### config.mk
export PLATFORM = sky130hd
export DESIGN_NAME = sound_burst_detector
export DESIGN_NICKNAME = d
export VERILOG_FILES = /design/src/rtl/core/sbd_pkg.sv /design/src/rtl/core/sbd_front.sv /design/src/rtl/core/sbd_queue.sv /design/src/rtl/core/sbd_back.sv /design/src/rtl/core/sound_burst_detector.sv
export SDC_FILE = /design/constraint.sdc
export NUM_CORES = 1
export LEC_CHECK = 0
export BUFFER_PORTS_ARGS = -buffer_cell sky130_fd_sc_hd__buf_2
export CORE_UTILIZATION = 50
export DETAILED_ROUTE_END_ITERATION = 6
export PLACE_DENSITY = 0.79
export RECOVER_POWER = 25
export SLEW_MARGIN = 15
export SYNTH_ARGS = -nofsm -noshare
export SYNTH_HDL_FRONTEND = slang
export SYNTH_HIERARCHICAL = 1
export SYNTH_SLANG_ARGS = --single-unit
### constraint.sdc
create_clock -name i_clk -period 13.6 [get_ports i_clk]
set_clock_uncertainty 0.05 [all_clocks]
set_input_delay 1.36 -clock i_clk [delete_from_list [all_inputs] [get_ports i_clk]]
set_output_delay 1.36 -clock i_clk [all_outputs]
set_load 0.02 [all_outputs]
### src/rtl/core/sbd_pkg.sv
`timescale 1ns / 1ps
// ----------------------------------------------------------------------------
// Sound burst detector package
// Shared types, constants and log-domain helper functions.
// ----------------------------------------------------------------------------
package sbd_pkg;

    // Register indexes on the configuration port.
    localparam logic [2:0] CfgManualMode = 3'd0;
    localparam logic [2:0] CfgManualThr  = 3'd1;
    localparam logic [2:0] CfgMinThr     = 3'd2;
    localparam logic [2:0] CfgRise       = 3'd3;
    localparam logic [2:0] CfgRelease    = 3'd4;
    localparam logic [2:0] CfgFloor      = 3'd5;

    localparam int CfgAddrWidth = 3;
    localparam int CfgDataWidth = 12;
    localparam int LevelWidth   = 12;
    localparam int MarginWidth  = 10;
    localparam int SumWidth     = 16;
    localparam int CntWidth     = 8;
    localparam int BurstWidth   = 16;
    localparam int WinWidth     = 32;
    localparam int LogAddSize   = 22;
    localparam int QueueDepth   = 2;

    localparam int BaselineWindowsDefault = 32;

    // Reset values of the configuration registers and of the level state.
    localparam logic signed [LevelWidth-1:0]  ManualThrReset = -12'sd960;
    localparam logic signed [LevelWidth-1:0]  MinThrReset    = -12'sd960;
    localparam logic        [MarginWidth-1:0] RiseReset      = 10'd160;
    localparam logic        [MarginWidth-1:0] ReleaseReset   = 10'd48;
    localparam logic signed [LevelWidth-1:0]  FloorReset     = -12'sd1920;

    typedef struct packed {
        logic                          manual_mode;
        logic signed [LevelWidth-1:0]  manual_thr;
        logic signed [LevelWidth-1:0]  min_thr;
        logic        [MarginWidth-1:0] rise;
        logic        [MarginWidth-1:0] release_lvl;
    } t_sbd_cfg;

    // One classified window as handed from the front to the back.
    typedef struct packed {
        logic signed [LevelWidth-1:0] level;
        logic                         evaluate;
        logic                         base_done;
        logic signed [LevelWidth-1:0] base_level;
    } t_sbd_entry;

    // Correction term 160*log10(1 + 10^(-k/10)), in 1/16 dB.
    function automatic logic [5:0] logadd_tab(input logic [4:0] k);
        logic [5:0] v;
        case (k)
            5'd0:  v = 6'd48;
            5'd1:  v = 6'd41;
            5'd2:  v = 6'd34;
            5'd3:  v = 6'd28;
            5'd4:  v = 6'd23;
            5'd5:  v = 6'd19;
            5'd6:  v = 6'd16;
            5'd7:  v = 6'd13;
            5'd8:  v = 6'd10;
            5'd9:  v = 6'd8;
            5'd10: v = 6'd7;
            5'd11: v = 6'd5;
            5'd12: v = 6'd4;
            5'd13: v = 6'd3;
            5'd14: v = 6'd3;
            5'd15: v = 6'd2;
            5'd16: v = 6'd2;
            5'd17: v = 6'd1;
            5'd18: v = 6'd1;
            5'd19: v = 6'd1;
            5'd20: v = 6'd1;
            5'd21: v = 6'd1;
            default: v = 6'd0;
        endcase
        return v;
    endfunction

    // Power-domain sum of two levels given in dB.
    function automatic logic signed [SumWidth-1:0] logadd(
        input logic signed [SumWidth-1:0] a,
        input logic signed [SumWidth-1:0] b
    );
        logic signed [SumWidth-1:0] hi;
        logic signed [SumWidth-1:0] lo;
        logic        [SumWidth:0]   diff;
        logic        [SumWidth:0]   k;
        hi   = (a > b) ? a : b;
        lo   = (a > b) ? b : a;
        diff = {hi[SumWidth-1], hi} - {lo[SumWidth-1], lo};
        k    = (diff + (SumWidth+1)'(8)) >> 4;
        if (k < (SumWidth+1)'(LogAddSize)) begin
            return hi + SumWidth'(logadd_tab(k[4:0]));
        end
        return hi;
    endfunction

    // Log-sum of n equal 0 dB terms, folded at elaboration.
    function automatic logic signed [SumWidth-1:0] count_offset(input int n);
        logic signed [SumWidth-1:0] acc;
        int i;
        acc = '0;
        for (i = 1; i < n; i++) begin
            acc = logadd(acc, '0);
        end
        return acc;
    endfunction

    // Clamp a wide signed value to the 12-bit level range.
    function automatic logic signed [LevelWidth-1:0] sat12(input logic signed [17:0] x);
        if (x > 18'sd2047) begin
            return 12'sd2047;
        end
        if (x < -18'sd2048) begin
            return -12'sd2048;
        end
        return x[LevelWidth-1:0];
    endfunction

endpackage

### src/rtl/core/sbd_front.sv
`timescale 1ns / 1ps
// ----------------------------------------------------------------------------
// Sound burst detector front end
// Accepts window levels, runs the baseline log-sum and tags each window.
// ----------------------------------------------------------------------------
module sbd_front #(
    parameter int BASELINE_WINDOWS = sbd_pkg::BaselineWindowsDefault
) (
    input  logic                                  i_clk,
    input  logic                                  i_rst_n,
    input  logic                                  i_manual_mode,
    input  logic                                  i_accept,
    input  logic signed [sbd_pkg::LevelWidth-1:0] i_level,
    output sbd_pkg::t_sbd_entry                   o_entry
);

    localparam logic signed [sbd_pkg::SumWidth-1:0] Offset =
        sbd_pkg::count_offset(BASELINE_WINDOWS);
    localparam logic [sbd_pkg::CntWidth-1:0] NumWindows =
        sbd_pkg::CntWidth'(BASELINE_WINDOWS);

    logic        [sbd_pkg::CntWidth-1:0]   r_cnt, n_cnt;
    logic signed [sbd_pkg::SumWidth-1:0]   r_sum, n_sum;
    logic                                  r_done, n_done;
    logic signed [sbd_pkg::LevelWidth-1:0] r_base, n_base;
    logic signed [sbd_pkg::SumWidth-1:0]   level_w;
    logic signed [17:0]                    base_diff;

    assign level_w   = sbd_pkg::SumWidth'(i_level);
    assign base_diff = 18'(n_sum) - 18'(Offset);

    always_comb begin
        n_cnt  = r_cnt;
        n_sum  = r_sum;
        n_done = r_done;
        n_base = r_base;
        if (!r_done) begin
            n_sum  = (r_cnt == '0) ? level_w : sbd_pkg::logadd(r_sum, level_w);
            n_cnt  = r_cnt + 1'b1;
            if (n_cnt >= NumWindows) begin
                n_done = 1'b1;
                n_base = sbd_pkg::sat12(base_diff);
            end
        end
    end

    always_ff @(posedge i_clk) begin
        if (!i_rst_n) begin
            r_cnt  <= '0;
            r_sum  <= sbd_pkg::SumWidth'(sbd_pkg::FloorReset);
            r_done <= 1'b0;
            r_base <= sbd_pkg::FloorReset;
        end else if (i_accept) begin
            r_cnt  <= n_cnt;
            r_sum  <= n_sum;
            r_done <= n_done;
            r_base <= n_base;
        end
    end

    // Baseline windows are judged only when the manual threshold is in use.
    always_comb begin
        o_entry.level      = i_level;
        o_entry.evaluate   = r_done || i_manual_mode;
        o_entry.base_done  = n_done;
        o_entry.base_level = n_base;
    end

endmodule

### src/rtl/core/sbd_queue.sv
`timescale 1ns / 1ps
// ----------------------------------------------------------------------------
// Sound burst detector queue
// Short register FIFO between the front end and the back end.
// ----------------------------------------------------------------------------
module sbd_queue (
    input  logic                i_clk,
    input  logic                i_rst_n,
    input  logic                i_push,
    input  sbd_pkg::t_sbd_entry i_entry,
    output logic                o_full,
    input  logic                i_pop,
    output logic                o_valid,
    output sbd_pkg::t_sbd_entry o_entry
);

    localparam int PtrWidth = $clog2(sbd_pkg::QueueDepth);

    sbd_pkg::t_sbd_entry        r_mem [sbd_pkg::QueueDepth];
    logic [PtrWidth-1:0]        r_wptr;
    logic [PtrWidth-1:0]        r_rptr;
    logic [PtrWidth:0]          r_count;

    assign o_full  = (r_count == (PtrWidth+1)'(sbd_pkg::QueueDepth));
    assign o_valid = (r_count != '0);
    assign o_entry = r_mem[r_rptr];

    always_ff @(posedge i_clk) begin
        if (i_push) begin
            r_mem[r_wptr] <= i_entry;
        end
    end

    always_ff @(posedge i_clk) begin
        if (!i_rst_n) begin
            r_wptr  <= '0;
            r_rptr  <= '0;
            r_count <= '0;
        end else begin
            if (i_push) begin
                r_wptr <= r_wptr + 1'b1;
            end
            if (i_pop) begin
                r_rptr <= r_rptr + 1'b1;
            end
            if (i_push && !i_pop) begin
                r_count <= r_count + 1'b1;
            end else if (i_pop && !i_push) begin
                r_count <= r_count - 1'b1;
            end
        end
    end

endmodule

### src/rtl/core/sbd_back.sv
`timescale 1ns / 1ps
// ----------------------------------------------------------------------------
// Sound burst detector back end
// Peak tracking, threshold selection and hysteresis burst counting.
// ----------------------------------------------------------------------------
module sbd_back (
    input  logic                                  i_clk,
    input  logic                                  i_rst_n,
    input  sbd_pkg::t_sbd_cfg                     i_cfg,
    input  logic                                  i_q_valid,
    input  sbd_pkg::t_sbd_entry                   i_q_entry,
    output logic                                  o_q_pop,
    output logic                                  o_valid,
    input  logic                                  i_ready,
    output logic                                  o_burst_active,
    output logic [sbd_pkg::BurstWidth-1:0]        o_burst_total,
    output logic signed [sbd_pkg::LevelWidth-1:0] o_peak_level,
    output logic signed [sbd_pkg::LevelWidth-1:0] o_threshold_level,
    output logic                                  o_baseline_done,
    output logic signed [sbd_pkg::LevelWidth-1:0] o_baseline_level,
    output logic [sbd_pkg::WinWidth-1:0]          o_window_total
);

    localparam int LW = sbd_pkg::LevelWidth;

    logic                          r_valid;
    logic                          r_burst, n_burst;
    logic [sbd_pkg::BurstWidth-1:0] r_bcnt, n_bcnt;
    logic signed [LW-1:0]          r_peak, n_peak;
    logic signed [LW-1:0]          r_thr;
    logic                          r_done;
    logic signed [LW-1:0]          r_base;
    logic [sbd_pkg::WinWidth-1:0]  r_wcnt;

    logic signed [LW:0]            auto_thr;
    logic signed [LW:0]            raised_thr;
    logic signed [LW-1:0]          thr;
    logic signed [LW:0]            release_thr;

    // The result registers double as detector state, so an item is taken
    // from the queue only once the previous result has left.
    assign o_q_pop = i_q_valid && (!r_valid || i_ready);

    always_comb begin
        auto_thr   = (LW+1)'(i_q_entry.base_level) + (LW+1)'(i_cfg.rise);
        raised_thr = (auto_thr < (LW+1)'(i_cfg.min_thr)) ? (LW+1)'(i_cfg.min_thr)
                                                        : auto_thr;
        thr        = i_cfg.manual_mode ? i_cfg.manual_thr : sbd_pkg::sat12(18'(raised_thr));
        release_thr = (LW+1)'(thr) - (LW+1)'(i_cfg.release_lvl);
    end

    always_comb begin
        n_burst = r_burst;
        n_bcnt  = r_bcnt;
        n_peak  = r_peak;
        if (i_q_entry.evaluate) begin
            if (i_q_entry.level > r_peak) begin
                n_peak = i_q_entry.level;
            end
            if (!r_burst) begin
                if (i_q_entry.level > thr) begin
                    n_burst = 1'b1;
                    if (r_bcnt != '1) begin
                        n_bcnt = r_bcnt + 1'b1;
                    end
                end
            end else if ((LW+1)'(i_q_entry.level) < release_thr) begin
                n_burst = 1'b0;
            end
        end
    end

    always_ff @(posedge i_clk) begin
        if (!i_rst_n) begin
            r_valid <= 1'b0;
            r_burst <= 1'b0;
            r_bcnt  <= '0;
            r_peak  <= sbd_pkg::FloorReset;
            r_thr   <= '0;
            r_done  <= 1'b0;
            r_base  <= sbd_pkg::FloorReset;
            r_wcnt  <= '0;
        end else begin
            if (o_q_pop) begin
                r_valid <= 1'b1;
                r_burst <= n_burst;
                r_bcnt  <= n_bcnt;
                r_peak  <= n_peak;
                r_thr   <= thr;
                r_done  <= i_q_entry.base_done;
                r_base  <= i_q_entry.base_level;
                r_wcnt  <= r_wcnt + 1'b1;
            end else if (i_ready) begin
                r_valid <= 1'b0;
            end
        end
    end

    assign o_valid           = r_valid;
    assign o_burst_active    = r_burst;
    assign o_burst_total     = r_bcnt;
    assign o_peak_level      = r_peak;
    assign o_threshold_level = r_thr;
    assign o_baseline_done   = r_done;
    assign o_baseline_level  = r_base;
    assign o_window_total    = r_wcnt;

endmodule

### src/rtl/core/sound_burst_detector.sv
`timescale 1ns / 1ps
// ----------------------------------------------------------------------------
// Sound burst detector
// Counts sound bursts in a stream of per-window RMS levels.
// ----------------------------------------------------------------------------
// The block takes one RMS level per window, in 1/16 dBFS, and returns one
// result request per window. The first BASELINE_WINDOWS levels are summed in
// the power domain with a small log-add table, and the baseline is that sum
// minus the log-sum of as many 0 dB terms. In automatic mode the threshold is
// the baseline plus rise_level, raised to min_threshold, and the baseline
// windows are not judged; in manual mode manual_threshold is used from the
// first window on. A burst starts when the level exceeds the threshold and
// ends when it falls below the threshold minus release_level; burst starts
// are counted into a saturating 16-bit counter. The block sustains one
// request per clock cycle while the queue has room, limited by the log-add
// update of the front end; an accepted request goes into the two-entry queue
// and then into the result registers once the previous result has left them.
// The input keeps flowing while a finished result waits, until the queue
// fills. Writing floor_level has no effect: baseline and peak always restart
// from -120 dBFS at reset. The user must write configuration only while the
// block is idle; the block itself does not enforce this.
// ----------------------------------------------------------------------------
module sound_burst_detector #(
    parameter int BASELINE_WINDOWS = sbd_pkg::BaselineWindowsDefault
) (
    input  logic                                    i_clk,
    input  logic                                    i_rst_n,
    // Configuration write port.
    input  logic                                    i_cfg_we,
    input  logic [sbd_pkg::CfgAddrWidth-1:0]        i_cfg_addr,
    input  logic [sbd_pkg::CfgDataWidth-1:0]        i_cfg_data,
    // Input channel.
    input  logic                                    i_valid,
    output logic                                    o_ready,
    input  logic signed [sbd_pkg::LevelWidth-1:0]   i_level,
    // Result channel.
    output logic                                    o_valid,
    input  logic                                    i_ready,
    output logic                                    o_burst_active,
    output logic [sbd_pkg::BurstWidth-1:0]          o_burst_total,
    output logic signed [sbd_pkg::LevelWidth-1:0]   o_peak_level,
    output logic signed [sbd_pkg::LevelWidth-1:0]   o_threshold_level,
    output logic                                    o_baseline_done,
    output logic signed [sbd_pkg::LevelWidth-1:0]   o_baseline_level,
    output logic [sbd_pkg::WinWidth-1:0]            o_window_total
);

    sbd_pkg::t_sbd_cfg   r_cfg;
    sbd_pkg::t_sbd_entry front_entry;
    sbd_pkg::t_sbd_entry q_entry;
    logic                q_full;
    logic                q_valid;
    logic                q_pop;
    logic                accept;

    // A request is taken whenever the queue has room.
    assign o_ready = !q_full;
    assign accept  = i_valid && o_ready;

    // Configuration registers. The floor level index is accepted but not
    // stored, since the level state always resets to its fixed floor.
    always_ff @(posedge i_clk) begin
        if (!i_rst_n) begin
            r_cfg.manual_mode <= 1'b0;
            r_cfg.manual_thr  <= sbd_pkg::ManualThrReset;
            r_cfg.min_thr     <= sbd_pkg::MinThrReset;
            r_cfg.rise        <= sbd_pkg::RiseReset;
            r_cfg.release_lvl <= sbd_pkg::ReleaseReset;
        end else if (i_cfg_we) begin
            case (i_cfg_addr)
                sbd_pkg::CfgManualMode: r_cfg.manual_mode <= i_cfg_data[0];
                sbd_pkg::CfgManualThr:  r_cfg.manual_thr  <= i_cfg_data;
                sbd_pkg::CfgMinThr:     r_cfg.min_thr     <= i_cfg_data;
                sbd_pkg::CfgRise:
                    r_cfg.rise        <= i_cfg_data[sbd_pkg::MarginWidth-1:0];
                sbd_pkg::CfgRelease:
                    r_cfg.release_lvl <= i_cfg_data[sbd_pkg::MarginWidth-1:0];
                default: begin
                end
            endcase
        end
    end

    // Front end: baseline accumulation and window classification.
    sbd_front #(
        .BASELINE_WINDOWS (BASELINE_WINDOWS)
    ) u_front (
        .i_clk         (i_clk),
        .i_rst_n       (i_rst_n),
        .i_manual_mode (r_cfg.manual_mode),
        .i_accept      (accept),
        .i_level       (i_level),
        .o_entry       (front_entry)
    );

    // Decoupling queue between the two halves.
    sbd_queue u_queue (
        .i_clk   (i_clk),
        .i_rst_n (i_rst_n),
        .i_push  (accept),
        .i_entry (front_entry),
        .o_full  (q_full),
        .i_pop   (q_pop),
        .o_valid (q_valid),
        .o_entry (q_entry)
    );

    // Back end: peak, threshold, hysteresis and the result registers.
    sbd_back u_back (
        .i_clk             (i_clk),
        .i_rst_n           (i_rst_n),
        .i_cfg             (r_cfg),
        .i_q_valid         (q_valid),
        .i_q_entry         (q_entry),
        .o_q_pop           (q_pop),
        .o_valid           (o_valid),
        .i_ready           (i_ready),
        .o_burst_active    (o_burst_active),
        .o_burst_total     (o_burst_total),
        .o_peak_level      (o_peak_level),
        .o_threshold_level (o_threshold_level),
        .o_baseline_done   (o_baseline_done),
        .o_baseline_level  (o_baseline_level),
        .o_window_total    (o_window_total)
    );

endmodule
==> summary.txt, run 1 <==
switching share of total power: 45.7%
via count: 14443
Fill cells: 2747
CTS H-tree lvls: 1
initial antenna violation count: 0
combinational power share: 58.0%
xor/xnor share of the synthesized area: 4.01%
Yosys reg bits: 226
syn_nets: 2039
Achievable Freq: 85.9 MHz
largest net degree at the start of global routing: 88
initial DRC count: 1220
Synth Area in Compound Gates: 19.9%
max-cap violations: 3
Period minus WS final: 11650 ps
Async S/R FF share, synth: 0%
Congestion Overflow GR: 0
fin crit share: 85.6%
hold crit path type: reg2reg
number of synthesized flops with an enable pin: 52
critical path class: in2reg
Max rail drop VDD: 0.000106 V
nets: 2102
Int Power: 0.00203 W
Crit-path slowest cell: a211oi_1
Unique masters post-synth: 113
die width: 179 um
Clock power frac: 19.7%
PostCTS Resize Cnt: 0
first-pass GRT wire length: 68.2 mm
GRT Util Overall: 26.3%
DR DRC count: 40
relative slew slack: -47.8%
Switching Power: 0.00171 W
# clock sinks: 226
clock root cell: clkbuf_16
CTS Hold Bufs: 0
share of cells above drive strength 1: 12.1%
Critical Path Sink Type: register
Die Y: 179 um
Yosys warning count: 6
Gate Count Post-Synth: 1892
post-synthesis sequential area ratio: 32.1%
Placeable Area: 0.0307 mm^2
Static Leak: 7.19 nW
failing checks: design-rule violations, max-capacitance violations, max-slew violations
mux share of post-synthesis cell area: 6.55%
number of global-route vias before repair: 13360
Cell Area, Synth: 0.0157 mm^2
Post-CTS Setup Bufs: 0
Avg Vias per Cell: 6.09
status: complete, but fails checks
Synth Area in Adders: 9.29%
final WL: 43.9 mm
# setup viols final: 0
ANT nets after route: 0
RePlAce Congestion: 0.984
DP HPWL: 32.4 mm
Ports: 120
Hold Fails Final Rpt: 0
main combinational cell family by area after synthesis: simple AND/OR/NAND/NOR gates
syn avg cell area: 8.31 um^2
Port Buffer Count: 119
Setup TNS: 0 ps
Hold Crit Start: u_back/o_threshold_level[11]
TritonRoute pass-1 iters: 7
CP Max Fanout: 24
ant diodes: 0
CP required: 13780 ps
Wirelength per Cell: 18.5 um
P per Cell Area: 216 mW/mm^2
CP arrival: 11830 ps
Worst Setup SP: i_level[11]
Max clock buf depth: 3
final hold slack: 402 ps
total CTS buffers: 25
Area growth, synth to finish: 10.2%
unrepaired setup endpoints after global routing: false
clk slew on worst S/H paths: 60 ps
Flop pwr share: 22.3%
count of final max-slew check failures: 114
worst r2r src: u_front/r_sum[6]
Die Area: 0.0322 mm^2
Worst-Margin Slew: 2220 ps
CTS tree: yes
starting density of the core: 51.1%
Simple-Gate Fraction of Synth Area: 22.5%
Clk Latency, worst-skew pair: 540 ps
FP Rows: 64
CP Launch Type: primary input
Crit path largest cell delay: 920 ps
ys flop type: dfxtp_1
## cells by family after synthesis
logic type	count (synthesis)
and+or+nand+nor	714
adders and majority gates	115
DFF	226
xor gates and xnor gates	72
AOI/OAI and AO/OA	458
buffers and inverters	208
muxes	99
## worst max-delay path: cells and delay by family
family | cells | cell delay (ps)
adder cells (fa/ha/maj) | 5 | 1900
buffers and inverters | 2 | 760
AND/OR/NAND/NOR | 13 | 2740
AO/OA/AOI/OAI | 15 | 5050
## layer usage
layer | GRT usage (%) | wire length (um) | up-vias
met5 | 0 | 0 | -
met3 | 3.40 | 3120 | 87
li1 | - | - | 6961
met1 | 34.2 | 19000 | 6829
met4 | 8.19 | 1160 | 0
met2 | 45.0 | 20600 | 566
## cell usage in the layout (no fill, tap or decap), types with 7 or more instances in the layout
master,n
a21oi_1,121
buf_2,104
dfxtp_1,174
o21ai_0,96
a21o_1,25
mux2i_1,68
o211ai_1,25
nand4_1,26
a21boi_0,8
o21a_1,16
and4_1,8
or3_1,26
a211oi_1,10
inv_1,110
nor3_1,29
edfxtp_1,52
xnor2_1,40
mux2_2,30
or4_1,11
clkbuf_16,27
nand2b_1,19
clkbuf_1,23
xor2_1,32
ha_1,112
o22ai_1,7
o2111ai_1,10
a31oi_1,14
o31ai_1,17
nor2b_1,32
or2_2,8
nor2_1,131
and3_1,21
o21ai_1,8
nand3_1,73
nand2_1,265
and2_1,20
o311ai_1,10
buf_4,9
## registers in the layout, indices dropped and copies added (netlist names), named ones only
name	count
r_cfg	45
u_back/o_baseline_done	1
u_back/o_baseline_level	12
u_back/o_burst_active	1
u_back/o_burst_total	16
u_back/o_peak_level	12
u_back/o_threshold_level	12
u_back/o_valid	1
u_back/o_window_total	32
u_front/r_base	12
u_front/r_cnt	8
u_front/r_done	1
u_front/r_sum	16
u_queue/r_count	2
u_queue/r_mem	52
u_queue/r_rptr	1
u_queue/r_wptr	1
## final timing paths
path	endpoint	slack [ps]	depth (start not counted)
worst max-delay path	u_queue/r_mem[0][0]	1950	35
worst min-delay path	u_back/o_threshold_level[11]	400	2
worst max register to register	u_queue/r_mem[0][0]	3170	33
worst min register to register	u_back/o_threshold_level[11]	400	2
## power by group through the flow
| stage | Clock [W] | Combinational, W | Sequential [W] |
|---|---|---|---|
| floorplan | 0 | 0.00156 | 0.000874 |
| global placement | 0 | 0.00205 | 0.000842 |
| detailed placement | 0 | 0.00211 | 0.000845 |
| CTS | 0.000745 | 0.00212 | 0.000832 |
| global route | 0.000773 | 0.00237 | 0.000843 |
| finish | 0.000735 | 0.00217 | 0.000835 |
## cells in the mapped netlist (16+ instances only)
cell	n	share of area, %
a21o_1	25	1.2
a21oi_1	121	3.9
and2_1	22	0.88
and3_1	21	0.84
buf_4	16	0.76
clkbuf_1	55	1.3
dfxtp_1	174	22
edfxtp_1	52	9.9
ha_1	112	8.9
inv_1	109	2.6
mux2_2	30	2.1
mux2i_1	68	4.3
nand2_1	265	6.3
nand2b_1	19	0.76
nand3_1	73	2.3
nand4_1	26	1.0
nor2_1	131	3.1
nor2b_1	32	1.3
nor3_1	29	0.92
o211ai_1	25	1.2
o21a_1	16	0.76
o21ai_0	97	3.1
o31ai_1	17	0.81
or3_1	26	1.0
xnor2_1	40	2.2
xor2_1	32	1.8
## cell type report
cell class | instances | area [um^2] | area share, %
inverters | 111 | 417 | 2.41
flip-flops and latches | 226 | 5040 | 29.1
repair buffers | 133 | 663 | 3.83
multi-input cells | 1458 | 9800 | 56.6
clock buffers | 32 | 714 | 4.12
clock inverters | 14 | 189 | 1.09
well taps | 396 | 495 | 2.86
## metrics by stage
step | instances | setup slack, ps | total power, W | utilization (%) | cell area (um^2)
floorplan | 1892 | 2930 | 0.00243 | - | 15700
global placement | 2324 | 2280 | 0.00289 | 53.5 | 16500
detailed placement | 2324 | 2050 | 0.00295 | 53.5 | 16500
CTS | 2370 | 2570 | 0.00370 | 56.5 | 17400
global route | 2370 | 1220 | 0.00398 | 56.3 | 17300
finish | 2370 | 1950 | 0.00374 | 56.3 | 17300
Note: power is estimated with default switching activity, not from simulation.
==> inputs of run 2 (changes only) <==
--- a/config.mk
+++ b/config.mk
@@ -10,3 +10,3 @@
 export DETAILED_ROUTE_END_ITERATION = 6
-export PLACE_DENSITY = 0.79
+export PLACE_DENSITY = 0.68
 export RECOVER_POWER = 25
==> constraint.sdc (replaced) <==
create_clock -name i_clk -period 13.6 [get_ports i_clk]
set_clock_uncertainty 0.05 [all_clocks]
set_input_delay 2.72 -clock i_clk [delete_from_list [all_inputs] [get_ports i_clk]]
set_output_delay 2.72 -clock i_clk [all_outputs]
set_load 0.02 [all_outputs]
==> summary.txt, run 2 (synthesis results as in run 1) <==
status: complete, but fails checks
failing checks: design-rule violations
P per Cell Area: 216 mW/mm^2 (about the same)
initial DRC count: 1306 (+7.0%)
Setup TNS: 0 ps (unchanged)
hold crit path type: reg2reg
die width: 179 um (unchanged)
FP Rows: 64 (unchanged)
CP arrival: 12590 ps (+760 ps)
Met2 Wirelength: 20.6 mm (+0.26%)
CTS H-tree lvls: 1 (unchanged)
first-pass GRT wire length: 68.7 mm (+0.80%)
dpl ws: 1000 ps (-1040 ps)
Final Non-Filler Cells: 2374 (+0.17%)
GRT Util Overall: 26.9% (+0.69 points)
Port Buffer Count: 119 (unchanged)
# clock sinks: 226 (unchanged)
Wirelength per Cell: 18.7 um (+0.99%)
Ports: 120 (unchanged)
met3 wire length: 3.25 mm (+4.1%)
Static Leak: 7.16 nW (-0.49%)
total CTS buffers: 26 (+4.0%)
TritonRoute pass-1 iters: 7 (unchanged)
DR DRC count: 30 (-25%)
Fill cells: 2890 (+5.2%)
PostCTS Resize Cnt: 0 (unchanged)
placed cell area: 0.0165 mm^2 (about the same)
relative slew slack: 5.22% (+53 points)
Design Area, Final: 0.0173 mm^2 (about the same)
Placeable Area: 0.0307 mm^2 (unchanged)
clk slew on worst S/H paths: 60 ps (about the same)
Clk Latency, worst-skew pair: 540 ps (about the same)
via count: 14443 (unchanged)
# setup viols final: 0 (unchanged)
Multi-input gate area: 0.00980 mm^2 (unchanged)
Achievable Freq: 81.1 MHz (-5.5%)
Period minus WS final: 12330 ps (+680 ps)
CTS Hold Bufs: 0 (unchanged)
largest net degree at the start of global routing: 70 (-20%)
Max clock buf depth: 3 (unchanged)
share of cells above drive strength 1: 11.6% (-0.48 points)
sequential cell area: 0.00504 mm^2 (unchanged)
starting density of the core: 51.1% (unchanged)
clock root cell: clkbuf_16
critical path's top delay family: compound AO/OA/AOI/OAI gates
unrepaired setup endpoints after global routing: false
commonest non-fill, non-tap cells in the layout: 265 x nand2_1, 174 x dfxtp_1, 131 x nor2_1
Area growth, synth to finish: 10.2% (about the same)
Congestion Overflow GR: 0 (unchanged)
Crit-path slowest cell: o21a_1
nets: 2105 (+0.14%)
Max rail drop VDD: 0.000120 V (+12%)
RePlAce Congestion: 0.983 (-0.13%)
CP Max Fanout: 24 (unchanged)
Biggest register: u_queue/r_mem
max-cap violations: 0 (-3)
DP HPWL: 33.4 mm (+3.0%)
Die Area: 0.0322 mm^2 (unchanged)
count of final max-slew check failures: 0 (-100%)
Largest register FFs: 52 (unchanged)
CP Launch Type: primary input
CP dominant cell by count: a21oi_1
CTS tree: yes
placed cell count: 2326 (+0.086%)
commonest non-fill, non-tap cell in the layout: nand2_1
Hold Fails Final Rpt: 0 (unchanged)
number of global-route vias before repair: 13100 (-1.9%)
critical path class: in2reg
Crit path largest cell delay: 750 ps (-170 ps)
top sig layer: met4
Post-CTS Setup Bufs: 0 (unchanged)
fin crit share: 90.6% (+5.0 points)
CP bufs+invs: 4 (+2)
Die Y: 179 um (unchanged)
ant diodes: 0 (unchanged)
Avg Vias per Cell: 6.08 (-0.17%)
final WL: 44.4 mm (+1.2%)
Critical Path Sink Type: register
initial antenna violation count: 0 (unchanged)
setup ws final: 1270 ps (-680 ps)
ANT nets after route: 0 (unchanged)
Worst-Margin Slew: 1420 ps (-795 ps)
CP required: 13860 ps (+80 ps)
met1 WL: 18.9 mm (-0.95%)
Pwr Total: 0.00374 W (about the same)
## run 2: tightest hold or removal path: stages, from the launching register on
cell and delay, ps:
dfxtp_1 310, nand2_1 50, a21oi_1 50
## run 2: final cells by class
| type | count | share of cell area [%] |
|---|---|---|
| Clock buffer | 37 | 4.59 |
| Clock inverter | 11 | 0.592 |
| Inverter | 111 | 2.41 |
| Multi-Input combinational cell | 1458 | 56.6 |
| Sequential cell | 226 | 29.1 |
| Tap cell | 396 | 2.86 |
| Timing Repair Buffer | 135 | 3.84 |
## run 2: where the power goes
group	internal (W)	leakage [nW]	total (W)	switching [W]
logic	0.000813	4.81	0.00219	0.00137
clock network	0.000429	0.448	0.000719	0.000291
registers	0.000770	1.89	0.000833	0.0000632
total	0.00201	7.16	0.00374	0.00173
## run 2: path summary, 6_finish.rpt
check                              start                     end  slack, ps  cells past startpoint
hold reg to reg   u_back/o_baseline_done  u_back/o_baseline_done        410                      2
hold / removal    u_back/o_baseline_done  u_back/o_baseline_done        410                      2
setup / recovery             i_level[11]     u_queue/r_mem[0][6]       1270                     40
setup reg to reg       u_front/r_sum[15]     u_queue/r_mem[0][6]       3440                     38
## run 2: layer usage
metal  vias to the layer above  global-route usage (%)
met1                      6818                    35.5
met2                       568                    44.6
met4                         0                    10.3
met5                         -                       0
met3                       102                    3.69
li1                       6955                       -
## run 2: per-stage QoR
step                      hold WS (ps)  utilization [%]
final                              409             56.3
after detailed placement           393             53.6
after floorplan                    383                -
after global placement             390             53.6
after CTS                          402             56.5
after global routing               418             56.3
==> inputs of run 3 (changes only) <==
- PLACE_DENSITY: 0.68 -> 0.69
- SYNTH_HIERARCHICAL: 1 -> default
==> summary.txt, run 3 <==
status: complete, but fails checks
failing checks: max-capacitance violations, max-slew violations
ranking of synthesized cells by area: dfxtp_1 24%, edfxtp_1 11%, ha_1 9.5%
Ports: 120 (unchanged)
top cells by count, synth: 256 x nand2_1, 174 x dfxtp_1, 148 x nor2_1, 138 x a21oi_1, 111 x ha_1
Avg Vias per Cell: 5.82 (-4.3%)
P per Cell Area: 216 mW/mm^2 (-0.13%)
setup ws final: 1940 ps (+666 ps)
Placeable Area: 0.0287 mm^2 (-6.7%)
Setup crit end: u_queue.r_mem[1][7]
reg2reg path depth: 39 (+2.6%)
# clock sinks: 226 (unchanged)
Gate Count Post-Synth: 1773 (-6.3%)
Die Y: 173 um (-3.6%)
fin crit share: 85.8% (-4.9 points)
CP arrival: 11830 ps (-760 ps)
number of global-route vias before repair: 12389 (-5.4%)
syn_nets: 1919 (-5.9%)
Static Leak: 6.79 nW (-5.2%)
initial DRC count: 1004 (-23%)
ys flop type: dfxtp_1
DP HPWL: 27.9 mm (-16%)
first-pass GRT wire length: 61.7 mm (-10%)
Achievable Freq: 85.7 MHz (+5.7%)
via count: 13108 (-9.2%)
switching share of total power: 43.3% (-2.9 points)
Crit-path slowest cell: xor2_1
Hold Fails Final Rpt: 0 (unchanged)
sequential cell area: 0.00504 mm^2 (unchanged)
Post-CTS Setup Bufs: 0 (unchanged)
CP Launch Type: primary input
GRT Util Overall: 25.1% (-1.9 points)
Int Power: 0.00199 W (-0.92%)
Port Buffer Count: 119 (unchanged)
relative slew slack: -120% (-130 points)
Switching Power: 0.00152 W (-12%)
Unique masters post-synth: 87 (-23%)
post-synthesis sequential area ratio: 34.5% (+2.5 points)
Area growth, synth to finish: 11.7%
CTS H-tree lvls: 1 (unchanged)
ant diodes: 0 (unchanged)
Clk Latency, worst-skew pair: 520 ps (-20 ps)
hold crit path type: reg2reg
Crit. path cell count: 36 (-10%)
Crit path largest cell delay: 690 ps (-60 ps)
Cell Area, Synth: 0.0146 mm^2 (-7.1%)
largest net degree at the start of global routing: 75 (+7.1%)
max-cap violations: 2 (+2)
placed cell count: 2206 (-5.2%)
Max rail drop VDD: 0.0000799 V (-33%)
Multi-input gate area: 0.00885 mm^2 (-9.7%)
clk slew on worst S/H paths: 60 ps (about the same)
initial antenna violation count: 0 (unchanged)
critical path's top delay family: compound AO/OA/AOI/OAI gates
# setup viols final: 0 (unchanged)
ANT nets after route: 0 (unchanged)
nets: 1995 (-5.2%)
area leader, netlist: dfxtp_1
PostCTS Resize Cnt: 0 (unchanged)
count of final max-slew check failures: 102 (+102)
Yosys reg bits: 226 (unchanged)
CP Max Fanout: 31 (+29%)
Synth top area share: 23.8% (+1.7 points)
Fill cells: 2642 (-8.6%)
unrepaired setup endpoints after global routing: false
Max clock buf depth: 3 (unchanged)
Final Non-Filler Cells: 2252 (-5.1%)
commonest non-fill, non-tap cells in the layout: 256 x nand2_1, 174 x dfxtp_1, 145 x nor2_1
RR Endpoint: u_back.o_burst_total[9]
reg2reg setup slack: 4230 ps (+790 ps)
CTS Hold Bufs: 0 (unchanged)
Critical Path Sink Type: register
Biggest register: u_queue.r_mem
critical path class: in2reg
FP Rows: 62 (-3.1%)
Core Util, Final: 56.8% (+0.50 points)
number of synthesized flops with an enable pin: 52 (unchanged)
CP required: 13770 ps (-90 ps)
final WL: 38.4 mm (-14%)
Largest register FFs: 52 (unchanged)
TritonRoute pass-1 iters: 7 (unchanged)
Congestion Overflow GR: 0 (unchanged)
Clock power frac: 21.4% (+2.2 points)
die width: 173 um (-3.6%)
syn avg cell area: 8.24 um^2 (-0.88%)
dpl ws: 1850 ps (+847 ps)
clock root cell: clkbuf_16
Worst-Margin Slew: 3300 ps (+1880 ps)
RePlAce Congestion: 0.929 (-5.6%)
CTS tree: yes
starting density of the core: 50.9% (-0.25 points)
Period minus WS final: 11660 ps (-666 ps)
CP bufs+invs: 2 (-2)
count leader, synth: nand2_1
total CTS buffers: 25 (-3.8%)
hold depth: 2 (unchanged)
Wirelength per Cell: 17.0 um (-8.9%)
DR DRC count: 0 (-100%)
Die Area: 0.0299 mm^2 (-7.0%)
share of cells above drive strength 1: 11.2% (-0.34 points)
Worst Setup SP: i_level[11]
combinational power share: 54.7% (-3.8 points)
Yosys warning count: 0 (-6)
Async S/R FF share, synth: 0% (unchanged)
Flop pwr share: 23.9% (+1.6 points)
Setup TNS: 0 ps (unchanged)
commonest non-fill, non-tap cell in the layout: nand2_1
[run 3: routing by layer]
metal	share of wire (%)	track usage (%)	wire length (um)	vias up
li1	-	-	-	6436
met1	44	32.3	17000	6163
met2	46	42.6	17700	411
met3	5.8	3.25	2240	98
met4	3.6	9.59	1390	0
met5	0	0	0	-
[run 3: cells by family after synthesis]
logic type      share of synthesized area (%)
simple gates                             20.7
compound gates                           21.0
flops                                    34.5
buf+inv                                  4.93
fa+ha+maj                                9.92
xor+xnor                                 5.58
mux                                      3.27
[run 3: worst min-delay path by stage]
stage / start / endpoint / slack [ps]
after floorplan: r_cfg[2] / r_cfg[2] / 390
after global placement: u_back.o_threshold_level[2] / u_back.o_threshold_level[2] / 390
after detailed placement: u_back.o_threshold_level[2] / u_back.o_threshold_level[2] / 400
after CTS: u_back.o_threshold_level[2] / u_back.o_threshold_level[2] / 400
after global routing: r_cfg[6] / r_cfg[6] / 420
final: u_back.o_threshold_level[2] / u_back.o_threshold_level[2] / 400
[run 3: layout make-up]
class	count	area share, %
sequential	226	30.9
inverter	101	2.33
clock buffer	29	3.93
tap	384	2.95
clock inverter	17	1.62
multi-input combinational	1364	54.2
timing repair buffer	131	4.00
[run 3: power by group through the flow]
stage	sequential [W]	combinational, W	clock [W]
2_1_floorplan	0.000887	0.00142	0
3_3_place_gp	0.000850	0.00186	0
3_5_place_dp	0.000853	0.00190	0
4_1_cts	0.000839	0.00192	0.000765
5_1_grt	0.000851	0.00215	0.000794
6_report	0.000842	0.00192	0.000752
[run 3: metrics by stage]
step	hold WS [ps]	instance area [um^2]	total power (W)
2_1_floorplan	386	14600	0.00231
3_3_place_gp	389	15400	0.00271
3_5_place_dp	396	15400	0.00276
4_1_cts	404	16300	0.00352
5_1_grt	424	16300	0.00379
6_report	403	16300	0.00352
[run 3: worst register-to-register path, delay by kind of cell, from the launching register on]
family,cells,cell delay [ps]
mux,1,450
fa+ha+maj,4,1390
compound gates,24,3980
buf+inv,1,340
simple gates,8,2590
xor+xnor,1,150
flops,1,310
